### src/hw/rtl/dmac_pkg.sv
// dmac_pkg: shared types and constants of the moving average crossover block
// used by every module under hw/rtl; no dependencies
package dmac_pkg;

   localparam logic [1:0] REG_SHORT_LEN  = 2'd0;
   localparam logic [1:0] REG_LONG_LEN   = 2'd1;
   localparam logic [1:0] REG_WINDOW_LEN = 2'd2;
   localparam logic [1:0] REG_INST_COUNT = 2'd3;

   localparam logic [5:0] SHORT_LEN_RESET  = 6'd5;
   localparam logic [5:0] LONG_LEN_RESET   = 6'd20;
   localparam logic [6:0] WINDOW_LEN_RESET = 7'd21;
   localparam logic [4:0] INST_COUNT_RESET = 5'd1;

   localparam logic [31:0] PRICE_OFFSET = 32'd300;
   localparam logic [19:0] BUY_CAP      = 20'd100;

   localparam logic SIDE_BUY  = 1'b0;
   localparam logic SIDE_SELL = 1'b1;

   typedef struct packed {
      logic [4:0] instrument_count;
      logic [6:0] window_len;
      logic [5:0] long_len;
      logic [5:0] short_len;
   } cfg_type;

   typedef struct packed {
      logic [19:0] closed_volume;
      logic [19:0] open_volume;
      logic [47:0] position_cost;
      logic [47:0] total_assets;
      logic [30:0] close_price;
      logic [3:0]  instrument;
   } bar_type;

endpackage

### src/hw/rtl/dmac_queue.sv
// dmac_queue: two-entry queue of bars between front and back
// depends on dmac_pkg
module dmac_queue (
   input  logic              clock,
   input  logic              reset,
   input  logic              push,
   input  dmac_pkg::bar_type push_bar,
   output logic              full,
   input  logic              pop,
   output logic              not_empty,
   output dmac_pkg::bar_type head_bar
);
   dmac_pkg::bar_type slot_ff [2];
   logic       wr_ptr_ff, rd_ptr_ff;
   logic [1:0] count_ff;

   assign full      = (count_ff == 2'd2);
   assign not_empty = (count_ff != 2'd0);
   assign head_bar  = slot_ff[rd_ptr_ff];

   always_ff @(posedge clock) begin
      if (reset) begin
         wr_ptr_ff <= 1'b0;
         rd_ptr_ff <= 1'b0;
         count_ff  <= 2'd0;
      end else begin
         if (push) wr_ptr_ff <= !wr_ptr_ff;
         if (pop)  rd_ptr_ff <= !rd_ptr_ff;
         count_ff <= count_ff + 2'(push) - 2'(pop);
      end
      if (push) slot_ff[wr_ptr_ff] <= push_bar;
   end
endmodule

### config.mk
export PLATFORM = sky130hd
export DESIGN_NAME = dmac_queue
export DESIGN_NICKNAME = d
export VERILOG_FILES = /design/src/hw/rtl/dmac_pkg.sv /design/src/hw/rtl/dmac_queue.sv
export SDC_FILE = /design/constraint.sdc
export NUM_CORES = 1
export LEC_CHECK = 0
export ABC_AREA = 1
export BUFFER_PORTS_ARGS = -buffer_cell sky130_fd_sc_hd__buf_2
export CAP_MARGIN = 30
export CORE_MARGIN = 10
export CORE_UTILIZATION = 40
export DETAILED_ROUTE_END_ITERATION = 8
export SYNTH_ARGS = -nofsm -noshare
export SYNTH_HDL_FRONTEND = slang
export SYNTH_SLANG_ARGS = --single-unit
### constraint.sdc
create_clock -name clock -period 10.9 [get_ports clock]
set_input_delay 2.18 -clock clock [delete_from_list [all_inputs] [get_ports clock]]
set_output_delay 2.18 -clock clock [all_outputs]
set_load 0.01 [all_outputs]
==> impl_metrics.json, run 1 <==
{
  "status": "finished, final reports clean",
  "timing.final.crit_period_ps": 5020,
  "die_h_um": 200,
  "cts_root_buf": "clkbuf_16",
  "via_per_inst": 4.71,
  "hpwl_um": 20100,
  "post_synth.cell_area_avg_um2": 23.0,
  "synth_top_area_cell": "edfxtp_1",
  "period_share_pct": 46.0,
  "crit_chain": "buf_4 -> buf_12 -> mux2_2 -> buf_2",
  "dr.pass1.iters": 4,
  "synth_warnings": 0,
  "synth_nets": 740,
  "finalHoldViolCount": 0,
  "rsz0062_at_grt": "false",
  "ant_nets": 0,
  "drive_gt1_share_pct": 60.2,
  "grt_pass1_wl_um": 42100,
  "post_drt_wl_per_cell_um": 21.0,
  "seq_area_frac_synth_pct": 80.3,
  "grt_util_met2_pct": 21.6,
  "post-cts-setup-buffer-count": 0,
  "synth.most_common_cell": "edfxtp_1",
  "worst_pin_slew_ps": 936,
  "synth_area_um2": 12900,
  "yosysUniqueCellTypes": 14,
  "start_util_pct": 40.7,
  "cts-hold-fix-buffers": 0,
  "drc_errors": 0,
  "nFillCells": 2643,
  "die-area_um2": 39900,
  "wirelength_um": 28900,
  "final-max-slew-violation-count": 0,
  "insertion_delay_ps": 510,
  "vias": 6491,
  "holdCritPathClass": "reg2reg",
  "ctsResizeCount": 0,
  "seq_area_um2": 10400,
  "use_met3_pct": 7.48,
  "antenna_found_initial": 15,
  "endpoint_kind": "primary output",
  "grt_use_met1_pct": 16.3,
  "cp-start-kind": "flip-flop",
  "max_stage_delay_ps": 820,
  "worstPathRequired_ps": 8720,
  "htree_levels": 2,
  "synth_edf_count": 342,
  "fmax_mhz": 199,
  "drtIter0Drc": 277,
  "crit_fanout": 54,
  "slew_headroom_pct": 37.6,
  "cts_tree": "done",
  "setup_viol": 0,
  "ir_drop_v": 0.000135,
  "cts.sinks": 347,
  "worstPathArrival_ps": 2840,
  "ys_top_cells_by_area": "edfxtp_1 79%, mux2_4 10%, mux2_2 7.1%, buf_6 0.96%, dfxtp_1 0.77%",
  "clockBufferDepth": 3,
  "synth_seq_cells": 347,
  "p_per_area_nw_per_um2": 190,
  "syn_to_final_growth_pct": 26.5,
  "grt_max_degree": 72,
  "setup_tns_ps": 0,
  "fin_skew_ps": 18.6,
  "grt_pass1_vias": 6887,
  "chipWidth_um": 200,
  "core-area_um2": 31700,
  "io_buffers": 347,
  "grt.busiest_layer": "met2",
  "synthArstFlopShare_pct": 0,
  "gp_congestion": 0.733,
  "maxCapViolations": 0,
  "multi_input_area_um2": 2360,
  "power_uw": 3100,
  "synthesis.instances": 563,
  "ios": 348,
  "nets": 1118,
  "crit_buf_inv": 3,
  "synth-main-ff-cell": "edfxtp_1",
  "rows": 65,
  "critPathKind": "reg2out",
  "cts_buffers": 38,
  "cpMaxStageDelayCell": "dfxtp_4",
  "p_leak_uw": 0.00633,
  "synth_common_cells": "342 x edfxtp_1, 90 x mux2_4, 81 x mux2_2, 11 x buf_6",
  "yosysTopAreaCellShare_pct": 79.5,
  "critPathTopFamily": "buffers and inverters",
  "overflow": 0,
  "grt.total_usage_pct": 13.9,
  "clkTransAtPathRegs_ps": 60
}
through the flow:
stage	setup WS (ps)	util (%)	instance area [µm²]	cells	hold WS, ps
global route	5710	51.5	16300	1372	541
CTS	5770	51.4	16300	1370	516
floorplan	823	-	12900	563	480
finish	5880	51.5	16300	1377	511
global placement	6180	47.5	15100	1299	494
detailed placement	6340	47.7	15100	1302	497
logic make-up after synthesis:
family | share of synthesized area [%]
flip-flops | 80.3
multiplexers | 17.5
buffers and inverters | 1.50
AND/OR/NAND/NOR | 0.426
adder cells (fa/ha/maj) | 0.194
AO/OA/AOI/OAI | 0.0387
XOR/XNOR | 0.0678
power by group:
| group | switching [µW] | internal, µW | total [µW] |
|---|---|---|---|
| clock | 492 | 707 | 1200 |
| sequential | 22.4 | 1550 | 1570 |
| combinational | 170 | 163 | 333 |
| total | 684 | 2420 | 3100 |
routing by layer:
layer  part of all wire [%]  vias to the layer above
met1                     39                     3145
met2                     46                      254
li1                       -                     3002
met5                   0.48                        -
met3                     13                       70
met4                    2.3                       20
path summary, 6_finish.rpt:
check | start | end | slack, ps | cells after the start
worst max-delay path | flip-flop | head_bar[170] | 5880 | 4
worst min-delay path | rd_ptr_ff | rd_ptr_ff | 510 | 2
worst max register to register | wr_ptr_ff | slot_ff[0][135] | 8590 | 3
worst min register to register | rd_ptr_ff | rd_ptr_ff | 510 | 2
tightest hold or removal path, cell delays in order, from the launching register on:
cell	delay [ps]
dfxtp_1	320
xnor2_1	80
nor2_1	80
cell usage in the layout (no fill, tap or decap), types with 4 or more instances in the layout:
cell type | Yosys | final
mux2_4 | 90 | 90
buf_4 | 0 | 6
clkinv_2 | 0 | 6
diode_2 | 0 | 6
dfxtp_1 | 5 | 4
edfxtp_1 | 342 | 342
nand2_1 | 5 | 5
clkinv_1 | 0 | 5
nor2_1 | 7 | 6
clkbuf_16 | 0 | 38
inv_1 | 8 | 7
mux2_2 | 81 | 81
buf_2 | 8 | 347
clkbuf_1 | 0 | 11
area by class of cell:
type                       count  share of cell area, %
clock buffer                  51                   6.24
clock inverter                17                  0.926
sequential                   347                   63.5
inverter                       8                  0.214
antenna                        6                 0.0918
timing repair buffer         357                   11.5
multi-input combinational    189                   14.5
tap                          402                   3.08
state kept, by name, indices dropped and copies added, names as in the netlist, named ones only:
| signal | count |
|---|---|
| slot_ff | 342 |
| count_ff | 2 |
| rd_ptr_ff | 1 |
| wr_ptr_ff | 1 |
(Power assumes the default switching activity.)
==> inputs of run 2 (changes only) <==
- ABC_AREA: 1 -> 0
- PLACE_DENSITY: not set -> 0.66
- clock period: 10.9 -> 4.2 ns (I/O delays scaled with it)
==> impl_metrics.json, run 2 <==
{
  "status": "finished, final reports clean",
  "reg2reg_depth": 2,
  "final_core_util_pct": 51.4,
  "cts_tree": "done",
  "p_leak_uw": 0.00630,
  "cts_buffers": 37,
  "rrSetupSlack_ps": 2330,
  "post_synth.cell_area_avg_um2": 23.4,
  "grt_pass1_vias": 6926,
  "ios": 348,
  "post-cts-setup-buffer-count": 0,
  "synth_area_um2": 12900,
  "die_h_um": 200,
  "htree_levels": 2,
  "nets": 1110,
  "vias": 6445,
  "synth_edf_count": 342,
  "final-max-slew-violation-count": 0,
  "synth-main-ff-cell": "edfxtp_1",
  "power_uw": 8040,
  "crit_fanout": 52,
  "endpoint_kind": "primary output",
  "antenna_found_initial": 5,
  "grt.total_usage_pct": 13.5,
  "cts.sinks": 347,
  "synth.most_common_cell": "edfxtp_1",
  "setup_viol": 0,
  "setup_tns_ps": 0,
  "fin_cells": 1364,
  "die-area_um2": 39900,
  "fmax_mhz": 311,
  "timing.final.crit_period_ps": 3210,
  "hpwl_um": 19800,
  "critPathKind": "reg2out",
  "synth_nets": 730,
  "cts-hold-fix-buffers": 0,
  "slew_headroom_pct": 39.2,
  "chipWidth_um": 200,
  "largest-register": "slot_ff",
  "ir_drop_v": 0.000405,
  "clkTransAtPathRegs_ps": 60,
  "io_buffers": 347,
  "via_per_inst": 4.73,
  "cts_root_buf": "clkbuf_16",
  "start_util_pct": 40.7,
  "largest_register_ffs": 342,
  "ys_top_cells_by_area": "edfxtp_1 80%, mux2_4 10%, mux2_2 7.1%, buf_6 0.96%, dfxtp_1 0.77%",
  "min_from": "rd_ptr_ff",
  "yosysTopAreaCellShare_pct": 79.5,
  "r2r_end": "slot_ff[1][99]",
  "drive_gt1_share_pct": 60.8,
  "gp_congestion": 0.715,
  "clockBufferDepth": 3,
  "dr.pass1.iters": 4,
  "insertion_delay_ps": 490,
  "wirelength_um": 28300,
  "synth_common_cells": "342 x edfxtp_1, 90 x mux2_4, 81 x mux2_2, 11 x buf_6, 8 x buf_2",
  "yosysUniqueCellTypes": 14,
  "syn_to_final_growth_pct": 26.3,
  "synth_seq_cells": 347,
  "r2r-start": "wr_ptr_ff",
  "stdcell_area_um2": 16300,
  "worstPathRequired_ps": 3360,
  "final_common_cell": "buf_2",
  "synthArstFlopShare_pct": 0,
  "finalHoldViolCount": 0,
  "cp-start-kind": "flip-flop",
  "synthesis.instances": 553,
  "drc_errors": 0,
  "holdCritPathClass": "reg2reg",
  "ant_nets": 0,
  "reg_top3": "slot_ff: 342 flops, count_ff: 2 flops",
  "drtIter0Drc": 288,
  "dp.cells": 1296,
  "fin_skew_ps": 6.69,
  "period_share_pct": 76.5,
  "core-area_um2": 31700,
  "min_path_cells": 2,
  "ctsResizeCount": 0,
  "grt_pass1_wl_um": 40900,
  "worstPathArrival_ps": 2370,
  "synth_warnings": 0,
  "layout_common_cells": "347 x buf_2, 342 x edfxtp_1, 90 x mux2_4, 81 x mux2_2, 37 x clkbuf_16",
  "maxCapViolations": 0,
  "rows": 65,
  "grt_max_degree": 86,
  "post_drt_wl_per_cell_um": 20.7,
  "overflow": 0,
  "rsz0062_at_grt": "false",
  "p_per_area_nw_per_um2": 493,
  "postPlaceCellArea_um2": 15200,
  "synth_top_area_cell": "edfxtp_1",
  "worst_pin_slew_ps": 912,
  "seq_area_frac_synth_pct": 80.3
}
[run 2: cell types whose count changed after synthesis, moves of 3 or more]
cell     previous run  this run
nor2b_1             0         3
inv_1               8         2
nor2_1              7         4
nand2_1             5         0
[run 2: logic make-up after synthesis]
kind of cell	after synthesis	share of synthesized area, %
multiplexers	171	17.5
AND/OR/NAND/NOR	9	0.358
adder cells (fa/ha/maj)	2	0.194
flip-flops	347	80.3
buffers and inverters	21	1.33
XOR/XNOR	3	0.310
[run 2: where the power goes]
part	total, µW	switching (µW)	internal, µW
Clock	3000	1210	1790
Combinational	920	460	461
Sequential	4120	74.0	4050
[run 2: worst max-delay path by stage]
stage               endpoint  slack [ps]
5_1_grt         head_bar[97]         850
2_1_floorplan  slot_ff[0][0]         360
3_5_place_dp   head_bar[114]        1440
6_report       head_bar[117]         990
4_1_cts        head_bar[114]         900
3_3_place_gp   head_bar[133]        1510
[run 2: area by class of cell]
type	count	area (µm²)
Inverter	2	7.51
Sequential cell	347	10400
Fill cell	2580	15400
Antenna cell	5	12.5
Clock buffer	43	948
Multi-Input combinational cell	185	2380
Clock inverter	20	165
Timing Repair Buffer	360	1920
Tap cell	402	503
[run 2: per-layer routing]
metal  GRT usage [%]  part of all wire, %  vias to the layer above
li1                -                    -                     2973
met1            15.4                   39                     3187
met2            22.9                   50                      240
met3            5.35                  9.2                       43
met4            3.81                  2.1                        2
met5               0                0.046                        -
[run 2: worst max-delay path: stages, from the launching register on]
cell	delay (ps)
dfxtp_4	930
buf_4	410
mux2_4	330
buf_2	140
[run 2: per-stage QoR]
| stage | hold WS [ps] | setup WS, ps |
|---|---|---|
| 5_1_grt | 494 | 850 |
| 3_5_place_dp | 504 | 1440 |
| 4_1_cts | 497 | 899 |
| 2_1_floorplan | 480 | 363 |
| 6_report | 516 | 988 |
| 3_3_place_gp | 500 | 1510 |
