**config.mk**
```make
export PLATFORM = sky130hd
export DESIGN_NAME = dmac_front
export DESIGN_NICKNAME = d
export VERILOG_FILES = /design/src/hw/rtl/dmac_pkg.sv /design/src/hw/rtl/dmac_front.sv
export SDC_FILE = /design/constraint.sdc
export NUM_CORES = 1
export LEC_CHECK = 0
export BUFFER_PORTS_ARGS = -buffer_cell sky130_fd_sc_hd__buf_2
export CAP_MARGIN = 20
export CELL_PAD_IN_SITES_DETAIL_PLACEMENT = 0
export CELL_PAD_IN_SITES_GLOBAL_PLACEMENT = 2
export CORE_ASPECT_RATIO = 0.75
export CORE_MARGIN = 2
export CORE_UTILIZATION = 28
export CTS_BUF_LIST = sky130_fd_sc_hd__clkbuf_8
export DETAILED_ROUTE_END_ITERATION = 7
export PLACE_DENSITY = 0.86
export SYNTH_ARGS = -nofsm -noshare
export SYNTH_HDL_FRONTEND = slang
export SYNTH_SLANG_ARGS = --single-unit
```
**constraint.sdc**
```tcl
create_clock -name clock -period 6.11 [get_ports clock]
set_clock_uncertainty 0.05 [all_clocks]
set_input_delay 0.611 -clock clock [delete_from_list [all_inputs] [get_ports clock]]
set_output_delay 0.611 -clock clock [all_outputs]
set_load 0.05 [all_outputs]
```
**src/hw/rtl/dmac_pkg.sv**
```systemverilog
// dmac_pkg: shared types and constants of the moving average crossover block
// used by every module under hw/rtl; no dependencies
package dmac_pkg;

   localparam logic [1:0] REG_SHORT_LEN  = 2'd0;
   localparam logic [1:0] REG_LONG_LEN   = 2'd1;
   localparam logic [1:0] REG_WINDOW_LEN = 2'd2;
   localparam logic [1:0] REG_INST_COUNT = 2'd3;

   localparam logic [5:0] SHORT_LEN_RESET  = 6'd5;
   localparam logic [5:0] LONG_LEN_RESET   = 6'd20;
   localparam logic [6:0] WINDOW_LEN_RESET = 7'd21;
   localparam logic [4:0] INST_COUNT_RESET = 5'd1;

   localparam logic [31:0] PRICE_OFFSET = 32'd300;
   localparam logic [19:0] BUY_CAP      = 20'd100;

   localparam logic SIDE_BUY  = 1'b0;
   localparam logic SIDE_SELL = 1'b1;

   typedef struct packed {
      logic [4:0] instrument_count;
      logic [6:0] window_len;
      logic [5:0] long_len;
      logic [5:0] short_len;
   } cfg_type;

   typedef struct packed {
      logic [19:0] closed_volume;
      logic [19:0] open_volume;
      logic [47:0] position_cost;
      logic [47:0] total_assets;
      logic [30:0] close_price;
      logic [3:0]  instrument;
   } bar_type;

endpackage

```
**src/hw/rtl/dmac_front.sv**
```systemverilog
// dmac_front: accepts bars, drops those for unknown instruments, feeds the queue
// depends on dmac_pkg
module dmac_front #(
   parameter int MAX_INSTRUMENTS = 16
) (
   input  logic              clock,
   input  logic              reset,
   input  logic              in_valid,
   output logic              in_ready,
   input  dmac_pkg::bar_type in_bar,
   input  logic [4:0]        inst_count,
   output logic              push,
   output dmac_pkg::bar_type push_bar,
   input  logic              q_full
);
   logic known;
   logic [8:0] inst9;

   assign inst9 = 9'(in_bar.instrument);
   // bars for instruments beyond the count are accepted and discarded
   assign known = (inst9 < 9'(inst_count)) && (inst9 < 9'(MAX_INSTRUMENTS));

   logic stage_valid_ff;
   dmac_pkg::bar_type stage_bar_ff;

   assign in_ready = !stage_valid_ff || !q_full;
   assign push     = stage_valid_ff && !q_full;
   assign push_bar = stage_bar_ff;

   always_ff @(posedge clock) begin
      if (reset) begin
         stage_valid_ff <= 1'b0;
      end else if (in_ready) begin
         stage_valid_ff <= in_valid && known;
      end
      if (in_ready) begin
         stage_bar_ff <= in_bar;
      end
   end
endmodule

```
==> results.sh, run 1 <==
export IMPL_hold_buffers=0
export IMPL_ys_seq_elements=172
export IMPL_grt_pass1_wl_mm=18.0
export IMPL_relSlewSlack=0.303
export IMPL_clkTransAtPathRegs_ns=0.10
export IMPL_worst_slew_pin_slew_ns=1.05
export IMPL_track_usage=0.124
export IMPL_avgViaCountPerCell=3.98
export IMPL_dp_slack_ns=3.23
export IMPL_finalSetupViolations=0
export IMPL_crit_path_max_fanout=93
export IMPL_drtIter0Drc=171
export IMPL_first_pass_iters=4
export IMPL_tritoncts="built"
export IMPL_synth_seq_area_share=0.978
export IMPL_slew_violations=0
export IMPL_yosysTopAreaCell="edfxtp_1"
export IMPL_fillers=1702
export IMPL_timing_final_crit_share=0.402
export IMPL_grt_overflow_total=0
export IMPL_ys_types=12
export IMPL_fin_tns_setup_ns=0
export IMPL_synth_top_cell_area_share=0.974
export IMPL_synth_area_leaders="edfxtp_1, ha_1, dfxtp_1"
export IMPL_place_hpwl_mm=10.1
export IMPL_synth_common_cells="edfxtp_1, inv_1, ha_1"
export IMPL_postCtsSetupBuffers=0
export IMPL_cts_buffers=17
export IMPL_final_nets=743
export IMPL_initial_core_util=0.286
export IMPL_area_sequential_um2=5150
export IMPL_num_rows=43
export IMPL_port_buffers=352
export IMPL_fin_cells=821
export IMPL_syn_area_um2=5270
export IMPL_fin_crit_ns=2.46
export IMPL_finalHoldViolations=0
export IMPL_synth_edff_count=171
export IMPL_cp_arrival_ns=2.70
export IMPL_routedWlPerCell_um=16.1
export IMPL_rsz0062_at_grt="false"
export IMPL_status="complete, no violations"
export IMPL_fmax_ghz=0.407
export IMPL_fin_ws_ns=3.65
export IMPL_critPathLaunchType="flop"
export IMPL_async_flop_share=0
export IMPL_multi_input_area_um2=115
export IMPL_criticalPathCategory="reg -> reg"
export IMPL_wirelength_mm=13.3
export IMPL_required_ns=6.35
export IMPL_cts_root_buf="clkbuf_8"
export IMPL_die_area_um2=20000
export IMPL_grt_pass1_vias=3263
export IMPL_syn_nets=371
export IMPL_ys_flop_type="edfxtp_1"
export IMPL_synth_most_common_cell="edfxtp_1"
export IMPL_drv_cap=0
export IMPL_hp_class="in -> reg"
export IMPL_die_h_um=123
export IMPL_static_leakage_power_nw=3.45
export IMPL_vias=3264
export IMPL_drive_gt1_frac=0.674
export IMPL_clock_path_buffers=2
export IMPL_areaGrowthSynthToFinish_pct=47.1
export IMPL_grt_max_degree=94
export IMPL_yosys_warnings=0
export IMPL_cellPowerDensity_nw_per_um2=343
export IMPL_drc=0
export IMPL_synth_cells=188
export IMPL_cp_end_kind="flop"
export IMPL_cts_resized=0
export IMPL_clk_latency_ns=0.44
export IMPL_clock_sinks=172
export IMPL_routabilityCongestion=0.734
export IMPL_rrSetupSlack_ns=3.65
export IMPL_antenna_found_initial=1
export IMPL_io_pins=353
export IMPL_hold_ws_ns=0.268
export IMPL_syn_area_per_cell_um2=28.0
export IMPL_drt_antenna_violating_nets=0
export IMPL_dp_cells=788
export IMPL_die_w_um=162
export IMPL_core_um2=18500
export IMPL_h_tree_depth=4
export IMPL_irDropWorstVdd_mv=0.131
-- worst max-delay path: stages (launching register included) --
cell and delay, ns:
dfxtp_1 0.37, nand2_8 0.46, buf_4 0.86, and3b_1 0.31
a221oi_2 0.06
-- cells in the final DEF (no fill, tap or decap), drive strengths merged --
master    Yosys  routed
buf           0     353
edfxtp      171     171
clkbuf        0      17
inv           4      14
ha            3       3
clkinv        0       3
o21ai         2       2
nand2         2       2
diode         0       1
nor2b         1       1
a21oi         1       1
and3b         1       1
a221oi        1       1
and2b         1       1
bufinv        0       1
clkinvlp      0       1
dfxtp         1       1
-- final cells by class --
cell class,count,area share
Antenna cell,1,0.000323
Tap cell,247,0.0398
Clock buffer,17,0.0302
Inverter,4,0.00194
Timing Repair Buffer,353,0.228
Multi-Input combinational cell,12,0.0148
Sequential cell,172,0.665
Clock inverter,15,0.0202
-- layer usage --
metal	vias to the layer above	wire length [um]	GRT usage
li1	1503	-	-
met1	1546	5170	0.152
met2	203	6440	0.201
met3	10	1550	0.0625
met4	2	87	0.0265
met5	-	13	0
-- flip-flops by register name, indices dropped and copies added, names as in the netlist --
register and flops:
stage_valid_ff 1, push_bar 171
-- power breakdown --
| part | internal (mW) | total [mW] | switching (mW) |
|---|---|---|---|
| clock network | 0.340 | 0.782 | 0.442 |
| logic | 0.0971 | 0.467 | 0.370 |
| registers | 1.39 | 1.41 | 0.0208 |
| total | 1.83 | 2.66 | 0.833 |
-- per-stage QoR --
step                      power (mW)   util  area [um^2]
final                           2.66  0.420         7760
after floorplan                 1.77      -         5270
after CTS                       2.71  0.420         7750
after global placement          1.91  0.399         7360
after global routing            2.77  0.420         7750
after detailed placement        1.91  0.399         7360
-- path summary, 6_finish.rpt --
path                        from              to  depth (start not counted)
hold / removal             reset  stage_valid_ff                          2
setup / recovery  stage_valid_ff  stage_valid_ff                          4
setup reg to reg  stage_valid_ff  stage_valid_ff                          4
hold reg to reg   stage_valid_ff    push_bar[96]                          1
-- kinds of logic after synthesis --
kind of cell | synth area share
flops | 0.978
simple gates | 0.00641
compound gates | 0.00569
buf+inv | 0.00285
fa+ha+maj | 0.00712
Note: power is estimated with default switching activity, not from simulation.
==> run 2, diff against run 1 <==
CORE_UTILIZATION = 25   (was 28)
PLACE_DENSITY = 0.82   (was 0.86)
clock period = 2.18 ns   (was 6.11 ns; I/O delays follow)
==> run 2 against run 1 <==
  * The flow now stops in clock tree synthesis (4_1_cts)
  * Synthesized cell count unchanged
  * Synthesized area unchanged
==> results.sh, run 2 <==
export IMPL_synth_cells=188
export IMPL_initial_core_util=0.258
export IMPL_cts_buffers=17
export IMPL_die_h_um=130
export IMPL_failed_stage="clock tree synthesis (4_1_cts)"
export IMPL_port_buffers=352
export IMPL_synth_common_cells="edfxtp_1, inv_1, ha_1"
export IMPL_die_w_um=172
export IMPL_async_flop_share=0
export IMPL_hold_buffers=173
export IMPL_status="aborted with a tool error"
export IMPL_cts_resized=0
export IMPL_io_pins=353
export IMPL_firstError="[ERROR RSZ-0060] Max buffer count reached."
export IMPL_routabilityCongestion=0.783
export IMPL_synth_top_cell_area_share=0.974
export IMPL_yosys_warnings=0
export IMPL_synth_most_common_cell="edfxtp_1"
export IMPL_synth_edff_count=171
export IMPL_cts_root_buf="clkbuf_8"
export IMPL_ys_types=12
export IMPL_num_rows=45
export IMPL_syn_area_per_cell_um2=28.0
export IMPL_ys_flop_type="edfxtp_1"
export IMPL_synth_seq_area_share=0.978
export IMPL_syn_nets=371
export IMPL_yosysTopAreaCell="edfxtp_1"
export IMPL_clock_sinks=172
export IMPL_postCtsSetupBuffers=0
export IMPL_syn_area_um2=5270
export IMPL_h_tree_depth=4
export IMPL_synth_area_leaders="edfxtp_1, ha_1, dfxtp_1"
export IMPL_clock_path_buffers=2
export IMPL_place_hpwl_mm=10.7
export IMPL_ys_seq_elements=172
-- run 2: logic make-up after synthesis --
group / synth area share
DFF: 0.978
and+or+nand+nor: 0.00641
AOI/OAI and AO/OA: 0.00569
buffers and inverters: 0.00285
adders and majority gates: 0.00712
-- run 2: per-stage QoR --
step	setup WS [ns]	cells	hold WS (ns)	util	cell area [um^2]
2_1_floorplan	0.388	188	0.234	-	5290
3_5_place_dp	0.724	828	0.343	0.365	7470
3_3_place_gp	0.783	828	0.344	0.365	7470
==> run 3, diff against run 2 <==
CELL_PAD_IN_SITES_DETAIL_PLACEMENT = not set   (was 0)
CELL_PAD_IN_SITES_GLOBAL_PLACEMENT = not set   (was 2)
CORE_ASPECT_RATIO = not set   (was 0.75)
CORE_UTILIZATION = 20   (was 25)
CTS_BUF_LIST = not set   (was sky130_fd_sc_hd__clkbuf_8)
PLACE_DENSITY = not set   (was 0.82)
PLACE_DENSITY_LB_ADDON = 0.15   (was not set)
clock period = 2.8 ns   (was 2.18 ns; I/O delays follow)
==> run 3 against run 2 <==
  * The flow now finishes without violations
==> results.sh, run 3 (same netlist as run 1, synthesis figures left out) <==
export IMPL_areaGrowthSynthToFinish_pct=85.9
export IMPL_fin_tns_setup_ns=0
export IMPL_hold_buffers=170
export IMPL_first_pass_iters=4
export IMPL_place_hpwl_mm=10.9
export IMPL_cts_buffers=17
export IMPL_required_ns=2.47
export IMPL_multi_input_area_um2=115
export IMPL_final_nets=916
export IMPL_die_area_um2=27700
export IMPL_rrSetupSlack_ns=1.14
export IMPL_grt_pass1_vias=4354
export IMPL_grt_pass1_wl_mm=23.5
export IMPL_final_cell_area_um2=9800
export IMPL_fin_ws_ns=0.801
export IMPL_status="complete, no violations"
export IMPL_routedWlPerCell_um=14.4
export IMPL_clock_sinks=172
export IMPL_cts_root_buf="clkbuf_16"
export IMPL_final_cell_mix="buf_2, dlygate4sd3_1, edfxtp_1, clkbuf_16"
export IMPL_clk_latency_ns=0.41
export IMPL_irDropWorstVdd_mv=0.288
export IMPL_h_tree_depth=4
export IMPL_mostFrequentLayoutCell="buf_2"
export IMPL_drt_antenna_violating_nets=0
export IMPL_drive_gt1_frac=0.520
export IMPL_core_um2=26000
export IMPL_fillers=2515
export IMPL_crit_path_max_fanout=77
export IMPL_criticalPathCategory="reg -> out"
export IMPL_slew_violations=0
export IMPL_hold_ws_ns=0.0364
export IMPL_grt_max_degree=78
export IMPL_tritoncts="built"
export IMPL_dp_slack_ns=1.08
export IMPL_grt_overflow_total=0
export IMPL_critPathLaunchType="flop"
export IMPL_io_pins=353
export IMPL_area_sequential_um2=5150
export IMPL_drtIter0Drc=206
export IMPL_worst_slew_pin_slew_ns=0.623
export IMPL_cellPowerDensity_nw_per_um2=681
export IMPL_timing_final_crit_share=0.714
export IMPL_die_w_um=166
export IMPL_fin_crit_ns=2.00
export IMPL_static_leakage_power_nw=4.26
export IMPL_track_usage=0.110
export IMPL_placed_area_um2=7500
export IMPL_die_h_um=166
export IMPL_largest_reg_flops=171
export IMPL_fmax_ghz=0.500
export IMPL_drv_cap=0
export IMPL_relSlewSlack=0.585
export IMPL_clkTransAtPathRegs_ns=0.07
export IMPL_finalHoldViolations=0
export IMPL_clock_path_buffers=2
export IMPL_initial_core_util=0.203
export IMPL_rsz0062_at_grt="false"
export IMPL_port_buffers=352
export IMPL_postCtsSetupBuffers=0
export IMPL_vias=3923
export IMPL_routabilityCongestion=0.723
export IMPL_antenna_found_initial=0
export IMPL_finalSetupViolations=0
export IMPL_antenna_cells=0
export IMPL_wirelength_mm=15.6
export IMPL_drc=0
export IMPL_cts_resized=0
export IMPL_num_rows=59
export IMPL_avgViaCountPerCell=3.63
export IMPL_hp_class="in -> reg"
export IMPL_cp_arrival_ns=1.67
export IMPL_cp_end_kind="primary output"
[run 3: final timing paths]
| check | end | cells after the start | startpoint |
|---|---|---|---|
| worst min-delay path | push_bar[97] | 1 | in_bar[97] |
| worst max-delay path | in_ready | 2 | stage_valid_ff |
| worst min register to register | stage_valid_ff | 2 | stage_valid_ff |
| worst max register to register | push_bar[165] | 2 | stage_valid_ff |
[run 3: worst max-delay path, stage by stage (launching register included)]
cell and delay (ns):
dfxtp_1 0.37, nand2_8 0.46, buf_2 0.38
[run 3: layer usage]
| metal | global-route usage | vias to the layer above | share of wire |
|---|---|---|---|
| met3 | 0.0319 | 15 | 0.067 |
| li1 | - | 1851 | - |
| met4 | 0.0446 | 0 | 0.018 |
| met5 | 0 | - | 0 |
| met1 | 0.120 | 1876 | 0.38 |
| met2 | 0.200 | 181 | 0.53 |
[run 3: cell type report]
type                       count  share of cell area
clock buffer                  18              0.0438
clock inverter                14              0.0162
inverter                       4             0.00153
multi-input combinational     12              0.0117
sequential                   172               0.526
tap                          335              0.0428
timing repair buffer         526               0.358
[run 3: per-stage QoR]
step / utilization / instances / total power, mW
6_report: 0.377 / 1081 / 6.67
5_1_grt: 0.377 / 1081 / 6.96
4_1_cts: 0.377 / 1080 / 6.78
3_5_place_dp: 0.289 / 878 / 4.18
3_3_place_gp: 0.289 / 878 / 4.18
2_1_floorplan: - / 188 / 3.85
[run 3: report_power, final]
part | leakage, nW | internal, mW | total (mW) | switching, mW
Combinational | 2.19 | 0.371 | 1.22 | 0.850
Sequential | 1.79 | 3.04 | 3.09 | 0.0479
Clock | 0.283 | 1.34 | 2.36 | 1.03
Total | 4.26 | 4.75 | 6.67 | 1.92
==> run 4, diff against run 3 <==
clock period = 1.76 ns   (was 2.8 ns; I/O delays follow)
==> run 4 against run 3 <==
  * Sequential power up 59%
  * Clock power up 47%
  * Wire length down 0.81%
  * Cell count up 0.56%
  * Global-route usage about the same
  * Critical path depth unchanged
  * Power up 55%
  * Via count up 1.1%
  * Combinational power up 61%
  * Critical endpoint unchanged
==> results.sh, run 4 (same netlist as run 1, synthesis figures left out) <==
export IMPL_worst_slew_pin_slew_ns=0.337
export IMPL_wirelength_mm=15.5
export IMPL_path_cells="nand2_8, buf_2"
export IMPL_p_int_mw=7.27
export IMPL_mostFrequentLayoutCell="buf_2"
export IMPL_status="complete, no violations"
export IMPL_avgViaCountPerCell=3.65
export IMPL_areaGrowthSynthToFinish_pct=86.5
export IMPL_cp_arrival_ns=1.40
export IMPL_finalHoldViolations=0
export IMPL_grt_overflow_total=0
export IMPL_clkTransAtPathRegs_ns=0.07
export IMPL_cellPowerDensity_nw_per_um2=1050
export IMPL_pwr_share_comb=0.190
export IMPL_multi_input_area_um2=115
export IMPL_rsz0062_at_grt="false"
export IMPL_drv_cap=0
export IMPL_area_sequential_um2=5160
export IMPL_drtIter0Drc=195
export IMPL_first_pass_iters=4
export IMPL_final_nets=922
export IMPL_cp_slowest_cell="dfxtp_2"
export IMPL_cp_end_kind="primary output"
export IMPL_power_switching_mw=3.06
export IMPL_postCtsSetupBuffers=0
export IMPL_antenna_cells=0
export IMPL_criticalPathCategory="reg -> out"
export IMPL_cts_root_buf="clkbuf_16"
export IMPL_die_area_um2=27700
export IMPL_critPathLaunchType="flop"
export IMPL_required_ns=1.53
export IMPL_hp_class="in -> reg"
export IMPL_clockPowerShare=0.335
export IMPL_drive_gt1_frac=0.523
export IMPL_clock_path_buffers=2
export IMPL_drc=0
export IMPL_p_total_mw=10.3
export IMPL_clock_sinks=172
export IMPL_swShare=0.296
export IMPL_final_cell_mix="buf_2, dlygate4sd3_1, edfxtp_1, clkbuf_16, clkinvlp_4"
export IMPL_place_hpwl_mm=10.7
export IMPL_grt_max_degree=46
export IMPL_routabilityCongestion=0.723
export IMPL_routedWlPerCell_um=14.2
export IMPL_crit_path_max_fanout=35
export IMPL_placed_area_um2=7560
export IMPL_vias=3966
export IMPL_die_h_um=166
export IMPL_fin_tns_setup_ns=0
export IMPL_cts_buffers=17
export IMPL_cp_top_family="flip-flops"
export IMPL_track_usage=0.110
export IMPL_h_tree_depth=4
export IMPL_grt_pass1_vias=4349
export IMPL_slowest_delay_ns=0.35
export IMPL_fmax_ghz=0.615
export IMPL_slew_violations=0
export IMPL_num_rows=59
export IMPL_irDropWorstVdd_mv=0.470
export IMPL_timing_final_crit_share=0.924
export IMPL_relSlewSlack=0.775
export IMPL_final_cell_area_um2=9830
export IMPL_tritoncts="built"
export IMPL_drt_antenna_violating_nets=0
export IMPL_antenna_found_initial=0
export IMPL_largest_reg_flops=171
export IMPL_grt_pass1_wl_mm=23.3
export IMPL_initial_core_util=0.203
export IMPL_die_w_um=166
export IMPL_finalSetupViolations=0
export IMPL_sequentialPowerShare=0.475
export IMPL_static_leakage_power_nw=4.26
export IMPL_fin_crit_ns=1.63
export IMPL_fillers=2512
export IMPL_core_um2=26000
export IMPL_port_buffers=352
export IMPL_clk_latency_ns=0.42
export IMPL_fin_util=0.378
export IMPL_io_pins=353
export IMPL_cp_num_buf_inv=1
==> run 4: cell types whose count changed in the layout (fill, tap and decap cells not counted), sizes merged <==
cell | previous run | this run
buf | 355 | 359
clkinvlp | 2 | 6
bufinv | 2 | 0
dlygate4sd3 | 171 | 173
inv | 10 | 8
==> run 4: metal layers <==
metal / up-vias / share of wire / GRT usage
met5: - / 0 / 0
met4: 0 / 0.026 / 0.0513
met3: 22 / 0.068 / 0.0372
met2: 189 / 0.51 / 0.193
met1: 1894 / 0.39 / 0.119
li1: 1861 / - / -
==> run 4: path summary, 6_finish.rpt <==
kind         cells after the start  slack [ns]      startpoint        endpoint
max                              2        0.13  stage_valid_ff        in_ready
min reg2reg                      2        0.73  stage_valid_ff  stage_valid_ff
min                              3        0.11   inst_count[4]  stage_valid_ff
max reg2reg                      2        0.43  stage_valid_ff    push_bar[41]
==> run 4: final cells by class <==
class,count,share of cell area
Clock buffer,18,0.0437
Clock inverter,14,0.0113
Inverter,4,0.00153
Multi-Input combinational cell,12,0.0117
Sequential cell,172,0.525
Tap cell,335,0.0426
Timing Repair Buffer,532,0.365
==> run 4: repair_timing <==
action	CTS	global route
endpoints found under the hold margin	172	0
hold buffers	173	0
gates resized for setup	0	0
setup endpoints to repair	0	0
==> run 4: stage by stage <==
| step | worst slack (ns) | hold slack (ns) | cells |
|---|---|---|---|
| floorplan | 0.00325 | 0.185 | 188 |
| CTS | 0.0814 | 0.0791 | 1087 |
| global placement | 0.460 | 0.285 | 882 |
| finish | 0.133 | 0.108 | 1087 |
| global route | 0.0420 | 0.103 | 1087 |
| detailed placement | 0.424 | 0.295 | 882 |
==> run 4: tightest hold or removal path: cells and delay by family <==
family | cells | cell delay [ns]
compound gates | 2 | 0.27
buf+inv | 1 | 0.10
==> run 4: power by group through the flow <==
stage                     Combinational [mW]  Clock [mW]  Sequential [mW]
after global placement                  1.66           0             5.00
after global routing                    2.04        3.78             4.94
final                                   1.96        3.46             4.91
after CTS                               1.97        3.60             4.91
after floorplan                       0.0802           0             6.05
after detailed placement                1.66           0             5.00
